<file path="config.mk">
export PLATFORM = sky130hd
export DESIGN_NAME = page_frame_manager_lru_top
export DESIGN_NICKNAME = d
export VERILOG_FILES = /design/src/rtl/pfm_pkg.sv /design/src/rtl/page_frame_manager_lru_top.sv /design/src/rtl/pfm_ctrl.sv /design/src/rtl/pfm_datapath.sv
export SDC_FILE = /design/constraint.sdc
export NUM_CORES = 2
export LEC_CHECK = 0
export BUFFER_PORTS_ARGS = -buffer_cell sky130_fd_sc_hd__clkbuf_2
export CAP_MARGIN = 20
export CORE_AREA = 2 2 254 506
export CTS_CLUSTER_DIAMETER = 30
export CTS_CLUSTER_SIZE = 28
export DETAILED_ROUTE_END_ITERATION = 12
export DIE_AREA = 0 0 256 508
export PLACE_DENSITY = 0.67
export RECOVER_POWER = 100
export SYNTH_ARGS = -nofsm -noshare
export SYNTH_HDL_FRONTEND = slang
export SYNTH_SLANG_ARGS = --single-unit
</file>
<file path="constraint.sdc">
create_clock -name clk_i -period 10.95 [get_ports clk_i]
set_input_delay 0.5475 -clock clk_i [delete_from_list [all_inputs] [get_ports clk_i]]
set_output_delay 0.5475 -clock clk_i [all_outputs]
set_load 0.05 [all_outputs]
</file>
<file path="src/rtl/pfm_pkg.sv">
// ---------------------------------------------------------------------------
// pfm_pkg: shared types and constants of the page frame manager
// Handle store geometry, request and status codes, controller/datapath links.
// ---------------------------------------------------------------------------
`timescale 1ns / 1ps
`default_nettype none
package pfm_pkg;

  localparam int HANDLE_DEPTH = 32;
  localparam int HIDX_W       = 5;
  localparam int STAMP_W      = 32;

  localparam int FRAMES_DEF     = 8;
  localparam int SWAP_SLOTS_DEF = 24;
  localparam int PAGE_BYTES_DEF = 256;

  localparam logic [1:0] FUNC_ALLOC = 2'd0;
  localparam logic [1:0] FUNC_FREE  = 2'd1;
  localparam logic [1:0] FUNC_READ  = 2'd2;
  localparam logic [1:0] FUNC_WRITE = 2'd3;

  localparam logic [2:0] ST_OK         = 3'd0;
  localparam logic [2:0] ST_SIZE_BIG   = 3'd1;
  localparam logic [2:0] ST_NO_HANDLE  = 3'd2;
  localparam logic [2:0] ST_BAD_HANDLE = 3'd3;
  localparam logic [2:0] ST_BAD_OFFSET = 3'd4;

  typedef enum logic [1:0] {
    FSEL_FREE,
    FSEL_RDATA,
    FSEL_ZERO
  } fsel_e;

  typedef struct packed {
    logic       latch_req;
    logic       scan_clear;
    logic       scan_step;
    logic       rd_victim;
    logic       frame_load;
    fsel_e      frame_sel;
    logic       set_evict;
    logic       commit;
    logic       load_out;
    logic [2:0] out_status;
  } cmd_t;

  typedef struct packed {
    logic is_alloc;
    logic is_free;
    logic size_big;
    logic handle_bad;
    logic offset_bad;
    logic resident;
    logic scan_last;
    logic fh_found;
    logic ff_found;
    logic v_found;
  } stat_t;

endpackage
`default_nettype wire

</file>
<file path="src/rtl/page_frame_manager_lru_top.sv">
// ---------------------------------------------------------------------------
// page_frame_manager_lru_top: page frame manager with LRU replacement
// Allocate, free, read and write requests; issues swap-out and swap-in.
// ---------------------------------------------------------------------------
// Usage:
//   Input channel in_valid_i / in_stall_o carries func, handle, offset and
//   request_size; a transfer happens when valid is high and stall is low.
//   Output channel out_valid_o / out_stall_i carries one result per request.
//   Size, handle and offset errors go from check straight to commit; free
//   and resident reads and writes first load the frame of the handle.
//   Allocate and non-resident accesses scan the handle table and frame
//   map one entry a cycle over max(handles, FRAMES) entries, then pass
//   drain, decide and commit, with a victim-frame step when a page is
//   evicted. The scan, one handle per cycle through the stamp memory read
//   port, is the longest part of a request. One request is in flight at a time.
//   The result sits in an output register, so the next request is taken
//   while a result waits; a further result holds until the receiver drops
//   stall. Reset clears all handles and frames and sets the stamp to one;
//   no clearing pass is needed.
// ---------------------------------------------------------------------------
`timescale 1ns / 1ps
`default_nettype none
module page_frame_manager_lru_top #(
  parameter int FRAMES     = pfm_pkg::FRAMES_DEF,
  parameter int SWAP_SLOTS = pfm_pkg::SWAP_SLOTS_DEF,
  parameter int PAGE_BYTES = pfm_pkg::PAGE_BYTES_DEF
) (
  input  wire logic        clk_i,
  input  wire logic        rst_ni,
  input  wire logic        in_valid_i,
  output logic             in_stall_o,
  input  wire logic [1:0]  func_i,
  input  wire logic [4:0]  handle_i,
  input  wire logic [7:0]  offset_i,
  input  wire logic [15:0] request_size_i,
  output logic             out_valid_o,
  input  wire logic        out_stall_i,
  output logic [2:0]       status_o,
  output logic [4:0]       result_handle_o,
  output logic [10:0]      byte_address_o,
  output logic             evict_valid_o,
  output logic [4:0]       evict_handle_o,
  output logic [2:0]       evict_frame_o,
  output logic             evict_writeback_o,
  output logic             load_valid_o,
  output logic [2:0]       load_frame_o
);

  pfm_pkg::cmd_t  cmd;
  pfm_pkg::stat_t stat;

  pfm_ctrl u_ctrl (
    .clk_i       (clk_i),
    .rst_ni      (rst_ni),
    .in_valid_i  (in_valid_i),
    .in_stall_o  (in_stall_o),
    .out_valid_o (out_valid_o),
    .out_stall_i (out_stall_i),
    .stat_i      (stat),
    .cmd_o       (cmd)
  );

  pfm_datapath #(
    .FRAMES     (FRAMES),
    .SWAP_SLOTS (SWAP_SLOTS),
    .PAGE_BYTES (PAGE_BYTES)
  ) u_datapath (
    .clk_i             (clk_i),
    .rst_ni            (rst_ni),
    .func_i            (func_i),
    .handle_i          (handle_i),
    .offset_i          (offset_i),
    .request_size_i    (request_size_i),
    .cmd_i             (cmd),
    .stat_o            (stat),
    .status_o          (status_o),
    .result_handle_o   (result_handle_o),
    .byte_address_o    (byte_address_o),
    .evict_valid_o     (evict_valid_o),
    .evict_handle_o    (evict_handle_o),
    .evict_frame_o     (evict_frame_o),
    .evict_writeback_o (evict_writeback_o),
    .load_valid_o      (load_valid_o),
    .load_frame_o      (load_frame_o)
  );

endmodule
`default_nettype wire

</file>
<file path="src/rtl/pfm_ctrl.sv">
// ---------------------------------------------------------------------------
// pfm_ctrl: request sequencer
// Steps each request through checks, table scan, frame choice and commit.
// ---------------------------------------------------------------------------
`timescale 1ns / 1ps
`default_nettype none
module pfm_ctrl (
  input  wire logic           clk_i,
  input  wire logic           rst_ni,
  input  wire logic           in_valid_i,
  output logic                in_stall_o,
  output logic                out_valid_o,
  input  wire logic           out_stall_i,
  input  wire pfm_pkg::stat_t stat_i,
  output pfm_pkg::cmd_t       cmd_o
);

  localparam logic [3:0] S_IDLE   = 4'd0;
  localparam logic [3:0] S_CHECK  = 4'd1;
  localparam logic [3:0] S_USEH   = 4'd2;
  localparam logic [3:0] S_SCAN   = 4'd3;
  localparam logic [3:0] S_DRAIN  = 4'd4;
  localparam logic [3:0] S_DECIDE = 4'd5;
  localparam logic [3:0] S_USEV   = 4'd6;
  localparam logic [3:0] S_COMMIT = 4'd7;

  logic [3:0] state_q, state_d;
  logic [2:0] status_q, status_d;
  logic       out_valid_q, out_valid_d;
  logic       out_free;

  assign out_free    = !out_valid_q || !out_stall_i;
  assign in_stall_o  = (state_q != S_IDLE);
  assign out_valid_o = out_valid_q;

  always_comb begin
    state_d     = state_q;
    status_d    = status_q;
    out_valid_d = out_valid_q && out_stall_i;
    cmd_o       = '0;
    cmd_o.frame_sel = pfm_pkg::FSEL_ZERO;
    cmd_o.out_status = status_q;
    unique case (state_q)
      S_IDLE: begin
        if (in_valid_i) begin
          cmd_o.latch_req = 1'b1;
          status_d = pfm_pkg::ST_OK;
          state_d  = S_CHECK;
        end
      end
      S_CHECK: begin
        cmd_o.scan_clear = 1'b1;
        priority if (stat_i.is_alloc && stat_i.size_big) begin
          status_d = pfm_pkg::ST_SIZE_BIG;
          state_d  = S_COMMIT;
        end else if (stat_i.is_alloc) begin
          state_d = S_SCAN;
        end else if (stat_i.handle_bad) begin
          status_d = pfm_pkg::ST_BAD_HANDLE;
          state_d  = S_COMMIT;
        end else if (stat_i.is_free) begin
          state_d = S_USEH;
        end else if (stat_i.offset_bad) begin
          status_d = pfm_pkg::ST_BAD_OFFSET;
          state_d  = S_COMMIT;
        end else if (stat_i.resident) begin
          state_d = S_USEH;
        end else begin
          state_d = S_SCAN;
        end
      end
      S_USEH: begin
        // frame of the request handle was read during the check cycle
        cmd_o.frame_load = 1'b1;
        cmd_o.frame_sel  = pfm_pkg::FSEL_RDATA;
        state_d = S_COMMIT;
      end
      S_SCAN: begin
        cmd_o.scan_step = 1'b1;
        if (stat_i.scan_last) begin
          state_d = S_DRAIN;
        end
      end
      S_DRAIN: begin
        state_d = S_DECIDE;
      end
      S_DECIDE: begin
        cmd_o.rd_victim = 1'b1;
        priority if (stat_i.is_alloc && !stat_i.fh_found) begin
          status_d = pfm_pkg::ST_NO_HANDLE;
          state_d  = S_COMMIT;
        end else if (stat_i.ff_found) begin
          cmd_o.frame_load = 1'b1;
          cmd_o.frame_sel  = pfm_pkg::FSEL_FREE;
          state_d = S_COMMIT;
        end else if (stat_i.v_found) begin
          state_d = S_USEV;
        end else begin
          cmd_o.frame_load = 1'b1;
          cmd_o.frame_sel  = pfm_pkg::FSEL_ZERO;
          state_d = S_COMMIT;
        end
      end
      S_USEV: begin
        cmd_o.frame_load = 1'b1;
        cmd_o.frame_sel  = pfm_pkg::FSEL_RDATA;
        cmd_o.set_evict  = 1'b1;
        state_d = S_COMMIT;
      end
      S_COMMIT: begin
        // hold until the output register is free
        if (out_free) begin
          cmd_o.commit   = (status_q == pfm_pkg::ST_OK);
          cmd_o.load_out = 1'b1;
          out_valid_d    = 1'b1;
          state_d        = S_IDLE;
        end
      end
      default: begin
        state_d = S_IDLE;
      end
    endcase
  end

  always_ff @(posedge clk_i or negedge rst_ni) begin
    if (!rst_ni) begin
      state_q     <= S_IDLE;
      status_q    <= pfm_pkg::ST_OK;
      out_valid_q <= 1'b0;
    end else begin
      state_q     <= state_d;
      status_q    <= status_d;
      out_valid_q <= out_valid_d;
    end
  end

endmodule
`default_nettype wire

</file>
<file path="src/rtl/pfm_datapath.sv">
// ---------------------------------------------------------------------------
// pfm_datapath: handle tables, frame map, scan unit and result register
// Holds per-handle state, scans one handle a cycle and applies commits.
// ---------------------------------------------------------------------------
`timescale 1ns / 1ps
`default_nettype none
module pfm_datapath #(
  parameter int FRAMES     = pfm_pkg::FRAMES_DEF,
  parameter int SWAP_SLOTS = pfm_pkg::SWAP_SLOTS_DEF,
  parameter int PAGE_BYTES = pfm_pkg::PAGE_BYTES_DEF
) (
  input  wire logic          clk_i,
  input  wire logic          rst_ni,
  input  wire logic [1:0]    func_i,
  input  wire logic [4:0]    handle_i,
  input  wire logic [7:0]    offset_i,
  input  wire logic [15:0]   request_size_i,
  input  wire pfm_pkg::cmd_t cmd_i,
  output pfm_pkg::stat_t     stat_o,
  output logic [2:0]         status_o,
  output logic [4:0]         result_handle_o,
  output logic [10:0]        byte_address_o,
  output logic               evict_valid_o,
  output logic [4:0]         evict_handle_o,
  output logic [2:0]         evict_frame_o,
  output logic               evict_writeback_o,
  output logic               load_valid_o,
  output logic [2:0]         load_frame_o
);

  localparam int HW = pfm_pkg::HIDX_W;
  localparam int HD = pfm_pkg::HANDLE_DEPTH;
  localparam int SWD = pfm_pkg::STAMP_W;
  localparam int HL = (FRAMES + SWAP_SLOTS < HD) ? FRAMES + SWAP_SLOTS : HD;
  localparam int FW = (FRAMES > 1) ? $clog2(FRAMES) : 1;
  localparam int SCAN_LEN = (HL > FRAMES) ? HL : FRAMES;
  localparam int IW = $clog2(SCAN_LEN + 1);

  logic [1:0]   func_q;
  logic [HW-1:0] h_q;
  logic [7:0]   off_q;
  logic [15:0]  size_q;

  logic [HD-1:0]     in_use_q, res_q, dirty_q;
  logic [FRAMES-1:0] fiu_q;
  logic [SWD-1:0]    ctr_q;

  logic [FW-1:0]  frame_mem [HD];
  logic [SWD-1:0] stamp_mem [HD];
  logic [FW-1:0]  frame_rd_q;
  logic [SWD-1:0] stamp_rd_q;

  logic [IW-1:0]  idx_q;
  logic [HW-1:0]  idx_h;
  logic [FW-1:0]  idx_f;
  logic           idx_in_h, idx_in_f;
  logic           cand_v_q;
  logic [HW-1:0]  cand_h_q;
  logic           fh_found_q, ff_found_q, v_found_q;
  logic [HW-1:0]  fh_q, v_q;
  logic [FW-1:0]  ff_q;
  logic [SWD-1:0] best_q;

  logic [FW-1:0]  frame_q;
  logic           evict_q;
  logic [HW-1:0]  frame_rd_addr;
  logic           is_alloc, is_free, is_write;
  logic [HW-1:0]  tgt_h;
  logic [31:0]    addr_full;

  assign idx_h    = HW'(idx_q);
  assign idx_f    = FW'(idx_q);
  assign idx_in_h = (32'(idx_q) < 32'(HL));
  assign idx_in_f = (32'(idx_q) < 32'(FRAMES));
  assign is_alloc = (func_q == pfm_pkg::FUNC_ALLOC);
  assign is_free  = (func_q == pfm_pkg::FUNC_FREE);
  assign is_write = (func_q == pfm_pkg::FUNC_WRITE);
  assign tgt_h    = is_alloc ? fh_q : h_q;
  assign frame_rd_addr = cmd_i.rd_victim ? v_q : h_q;
  assign addr_full = 32'(frame_q) * 32'(PAGE_BYTES) + 32'(off_q);

  always_comb begin
    stat_o.is_alloc   = is_alloc;
    stat_o.is_free    = is_free;
    stat_o.size_big   = (32'(size_q) > 32'(PAGE_BYTES));
    stat_o.handle_bad = (32'(h_q) >= 32'(HL)) || !in_use_q[h_q];
    stat_o.offset_bad = (32'(off_q) >= 32'(PAGE_BYTES));
    stat_o.resident   = res_q[h_q];
    stat_o.scan_last  = (32'(idx_q) == 32'(SCAN_LEN - 1));
    stat_o.fh_found   = fh_found_q;
    stat_o.ff_found   = ff_found_q;
    stat_o.v_found    = v_found_q;
  end

  always_ff @(posedge clk_i) begin
    if (cmd_i.latch_req) begin
      func_q <= func_i;
      h_q    <= handle_i;
      off_q  <= offset_i;
      size_q <= request_size_i;
    end
  end

  // tables without reset: only read for in-use resident handles
  always_ff @(posedge clk_i) begin
    if (cmd_i.commit && !is_free && (is_alloc || !res_q[h_q])) begin
      frame_mem[tgt_h] <= frame_q;
    end
    if (cmd_i.commit && !is_free) begin
      stamp_mem[tgt_h] <= ctr_q;
    end
    frame_rd_q <= frame_mem[frame_rd_addr];
    stamp_rd_q <= stamp_mem[idx_h];
  end

  always_ff @(posedge clk_i or negedge rst_ni) begin
    if (!rst_ni) begin
      idx_q      <= '0;
      cand_v_q   <= 1'b0;
      fh_found_q <= 1'b0;
      ff_found_q <= 1'b0;
      v_found_q  <= 1'b0;
    end else begin
      cand_v_q <= cmd_i.scan_step && idx_in_h && in_use_q[idx_h] && res_q[idx_h];
      if (cmd_i.scan_clear) begin
        idx_q      <= '0;
        fh_found_q <= 1'b0;
        ff_found_q <= 1'b0;
        v_found_q  <= 1'b0;
      end else begin
        if (cmd_i.scan_step) begin
          idx_q <= idx_q + 1'b1;
          if (idx_in_h && !in_use_q[idx_h] && !fh_found_q) begin
            fh_found_q <= 1'b1;
          end
          if (idx_in_f && !fiu_q[idx_f] && !ff_found_q) begin
            ff_found_q <= 1'b1;
          end
        end
        // stamp read is registered, so it pairs with the candidate of the previous scan step
        if (cand_v_q && (!v_found_q || stamp_rd_q < best_q)) begin
          v_found_q <= 1'b1;
        end
      end
    end
  end

  always_ff @(posedge clk_i) begin
    cand_h_q <= idx_h;
    if (cmd_i.scan_step) begin
      if (idx_in_h && !in_use_q[idx_h] && !fh_found_q) begin
        fh_q <= idx_h;
      end
      if (idx_in_f && !fiu_q[idx_f] && !ff_found_q) begin
        ff_q <= idx_f;
      end
    end
    if (!cmd_i.scan_clear && cand_v_q && (!v_found_q || stamp_rd_q < best_q)) begin
      v_q    <= cand_h_q;
      best_q <= stamp_rd_q;
    end
  end

  always_ff @(posedge clk_i or negedge rst_ni) begin
    if (!rst_ni) begin
      evict_q <= 1'b0;
    end else if (cmd_i.latch_req) begin
      evict_q <= 1'b0;
    end else if (cmd_i.set_evict) begin
      evict_q <= 1'b1;
    end
  end

  always_ff @(posedge clk_i) begin
    if (cmd_i.frame_load) begin
      unique case (cmd_i.frame_sel)
        pfm_pkg::FSEL_FREE:  frame_q <= ff_q;
        pfm_pkg::FSEL_RDATA: frame_q <= frame_rd_q;
        default:             frame_q <= '0;
      endcase
    end
  end

  always_ff @(posedge clk_i or negedge rst_ni) begin
    if (!rst_ni) begin
      in_use_q <= '0;
      res_q    <= '0;
      dirty_q  <= '0;
      fiu_q    <= '0;
      ctr_q    <= SWD'(1);
    end else if (cmd_i.commit) begin
      if (is_free) begin
        if (res_q[h_q] && (32'(frame_q) < 32'(FRAMES))) begin
          fiu_q[frame_q] <= 1'b0;
        end
        in_use_q[h_q] <= 1'b0;
        res_q[h_q]    <= 1'b0;
        dirty_q[h_q]  <= 1'b0;
      end else begin
        if (evict_q) begin
          res_q[v_q]   <= 1'b0;
          dirty_q[v_q] <= 1'b0;
        end
        if ((is_alloc || !res_q[h_q]) && (32'(frame_q) < 32'(FRAMES))) begin
          fiu_q[frame_q] <= 1'b1;
        end
        in_use_q[tgt_h] <= 1'b1;
        res_q[tgt_h]    <= 1'b1;
        if (is_alloc || is_write) begin
          dirty_q[tgt_h] <= 1'b1;
        end
        if (ctr_q != '1) begin
          ctr_q <= ctr_q + 1'b1;
        end
      end
    end
  end

  // result register
  always_ff @(posedge clk_i) begin
    if (cmd_i.load_out) begin
      status_o          <= cmd_i.out_status;
      result_handle_o   <= '0;
      byte_address_o    <= '0;
      evict_valid_o     <= 1'b0;
      evict_handle_o    <= '0;
      evict_frame_o     <= '0;
      evict_writeback_o <= 1'b0;
      load_valid_o      <= 1'b0;
      load_frame_o      <= '0;
      if (!is_alloc) begin
        result_handle_o <= h_q;
      end
      if (cmd_i.out_status == pfm_pkg::ST_OK) begin
        if (is_alloc) begin
          result_handle_o <= fh_q;
        end
        if (!is_free) begin
          load_frame_o      <= 3'(frame_q);
          evict_valid_o     <= evict_q;
          evict_handle_o    <= evict_q ? v_q : '0;
          evict_frame_o     <= evict_q ? 3'(frame_q) : '0;
          evict_writeback_o <= evict_q && dirty_q[v_q];
        end
        if (!is_alloc && !is_free) begin
          byte_address_o <= addr_full[10:0];
          load_valid_o   <= !res_q[h_q];
        end
      end
    end
  end

endmodule
`default_nettype wire

</file>
==> impl_results.md <==
- Outcome: finished, violations left
- Failing checks: capacitance limit, slew limit
- Fmax: 0.132 GHz
- Count of flip-flops with a built-in enable after synthesis: 1231
- Distinct cells, synth: 72
- Sequential cell area: 41600 um2
- Slack of the worst reg-to-reg path: 3350 ps
- Fin. Hold Viols: 0
- Mapped Cells: 2837
- Clock sinks: 1424
- Setup Skew: 40.1 ps
- Initial DRC Count: 3456
- Core area: 127000 um2
- # hold bufs at CTS: 32
- Final WL: 163 mm
- Pre-antenna DRT Iters: 7
- Filler cell count: 9983
- Crit path DAT: 7920 ps
- IO Pins: 70
- Drt drc: 0
- Number of CTS-inserted buffers: 143
- Maximum root-to-sink buffer count: 3
- Wire per inst: 33.6 um
- Hold path endpoint: u_ctrl.state_q[2]
- First-pass GRT wire length: 230 mm
- Register area share after synthesis: 73.7%
- Hold_sp: in_valid_i
- Largest net degree at the start of global routing: 118
- Fraction of layout cells with a size suffix above 1: 24.7%
- Later-pin clock latency in the skew report: 780 ps
- Top-area cell type share of the netlist area: 65.5%
- Vias in the first global route: 31179
- DRT antenna net count: 0
- Max-Cap Viols: 70
- Worst path required time: 11270 ps
- Cells on worst reg2reg path: 9
- Area grow syn2layout: 13.9%
- Via count: 29499
- Placed Area: 59200 um2
- Syn Area/Cell: 19.9 um2
- RR Startpoint: u_datapath.func_q[0]
- Final setup fails: 0
- Element type at the critical path start: flop
- Die Ht: 508 um
- Synth area leaders: edfxtp_1, mux4_2, dfrtp_1
- GRT Total Usage: 25.3%
- H-Tree Depth: 4
- Global route overflow: 0
- Hold crit path type: in2reg
- # port buffers: 68
- Syn Std Cell Area: 56400 um2
- Ys Warns: 0
- Pins Over Slew Limit: 2337
- Commonest cells post-synth: edfxtp_1, mux4_2, nand2_1, dfrtp_1, nor2_1
- Slew margin rel.: -175%
- Clk slew on worst S/H paths: 70 ps
- Top FF cell, synth: edfxtp_1
- P per Cell Area: 239 nW/um2
- Clock Tree Root: clkbuf_16
- Placer congestion estimate: 0.986
- Yosys reg bits: 1424
- Net count, final: 3112
- Final Cycle Share: 69.4%
- Minimum clock period after layout: 7600 ps
- Core Rows: 185
- Most frequent cell after synthesis: edfxtp_1
- Unrepaired setup endpoints after global routing: false
- Post-Syn Nets: 2912
- Non-filler cells, final: 4844
- Multi-input gate area: 14000 um2
- CTS tree: done
- Fraction of registers with async set/reset: 10.7%
- Reg-to-Reg End: u_datapath.stamp_mem[2][22]
- Post-CTS Resized: 0
- Number of setup buffers added after CTS: 0
- Initial Util: 44.5%
- VDD IR-drop max: 0.183 mV
- Cell area after layout: 64200 um2
- Critical path peak fanout: 38
- Yosys top cell by area: edfxtp_1
- Slew @ Worst Pin: 4120 ps
- CP Class: reg2reg
- Hold depth: 3
- Horiz. Die Dim: 256 um
- CP endpoint kind: flop
- Initial antenna violation count: 3
- Via density: 6.09
- Die area: 130000 um2
- Detailed Place HPWL: 100 mm
- Final setup TNS: 0 ps
- Placed insts: 4536
- Leakage power: 20.4 nW
final cells by class:
type / count / share of cell area (%)
multi-input cells: 1193 / 21.7
clock buffers: 159 / 5.97
repair buffers: 197 / 1.69
flip-flops and latches: 1424 / 64.7
clock inverters: 106 / 2.11
inverters: 78 / 0.456
well taps: 1683 / 3.28
diodes: 4 / 0.0156
state kept, by name, indices dropped and copies added, names as in the netlist, 8 cells and up, named ones only:
register and cells:
u_datapath.frame_mem 96, u_datapath.best_q 32, u_datapath.byte_address_o 11, u_datapath.in_use_q 32
u_datapath.off_q 8, u_datapath.size_q 16, u_datapath.stamp_mem 1024, u_datapath.stamp_rd_q 32
u_datapath.res_q 32, u_datapath.dirty_q 32, u_datapath.ctr_q 32
metal layers:
metal,share of wire (%),global-route usage [%],routed length [um],vias up
li1,-,-,-,11985
met4,9.3,19.4,15200,0
met1,31,25.9,51000,15658
met5,0,0,0,-
met3,5.8,4.02,9480,503
met2,54,46.3,87100,1353
cell families (layout without fill, tap and decap cells):
kind of cell / count (synthesis) / count (layout) / share of synthesized area [%]
DFF: 1424 / 1424 / 73.7
muxes: 459 / 459 / 16.6
and+or+nand+nor: 435 / 435 / 3.74
AOI/OAI and AO/OA: 223 / 223 / 2.82
buffers and inverters: 220 / 540 / 1.63
adders and majority gates: 40 / 40 / 0.887
xor gates and xnor gates: 35 / 35 / 0.543
other: 1 / 5 / 0.00665
worst max-delay path: stages, from the launching register on:
cell      delay, ps
edfxtp_1        420
inv_1            80
ha_1            130
clkbuf_1       1290
nand2_1         180
o22a_1          590
nand2b_1        570
clkbuf_1        610
nor2_1         1470
clkbuf_1       1780
placed cells by master, fill, tap and decap left out, drive strengths merged, types with 19 or more instances in the layout:
cell type / instances
a21o: 33
a21oi: 31
clkinv: 46
edfxtp: 1231
nor3: 32
buf: 22
nor2: 90
mux2: 66
inv: 113
clkbuf: 302
dlygate4sd3: 32
xnor2: 23
dfxtp: 40
and3: 19
ha: 40
nand2: 155
nand3: 42
o21ai: 44
dfrtp: 152
mux4: 375
metrics by stage:
step / hold WS (ps) / power, W / util, % / worst slack (ps)
global placement: 387 / 0.0101 / 46.6 / 6230
finish: 150 / 0.0154 / 50.7 / 3350
global route: 155 / 0.0158 / 50.7 / 3090
CTS: 113 / 0.0154 / 51.1 / 6180
detailed placement: 389 / 0.0102 / 46.7 / 6180
floorplan: 252 / 0.00896 / - / 5450
how the worst max path moves through the flow:
stage,startpoint,to,slack [ps],cells after the start
floorplan,u_datapath.best_q[19],u_datapath.best_q[0],5450,7
global placement,u_datapath.func_q[0],u_datapath.stamp_mem[16][7],6230,6
detailed placement,u_datapath.idx_q[1],u_datapath.stamp_rd_q[17],6180,6
CTS,u_datapath.idx_q[1],u_datapath.stamp_rd_q[4],6180,6
global route,u_datapath.func_q[0],u_datapath.stamp_mem[2][22],3090,9
finish,u_datapath.func_q[0],u_datapath.stamp_mem[2][22],3350,9
where the power goes:
group / switching, W / total, W / internal, W
Sequential: 0.000474 / 0.00683 / 0.00635
Clock: 0.00229 / 0.00529 / 0.00300
Combinational: 0.00180 / 0.00325 / 0.00145
(Power assumes the default switching activity.)
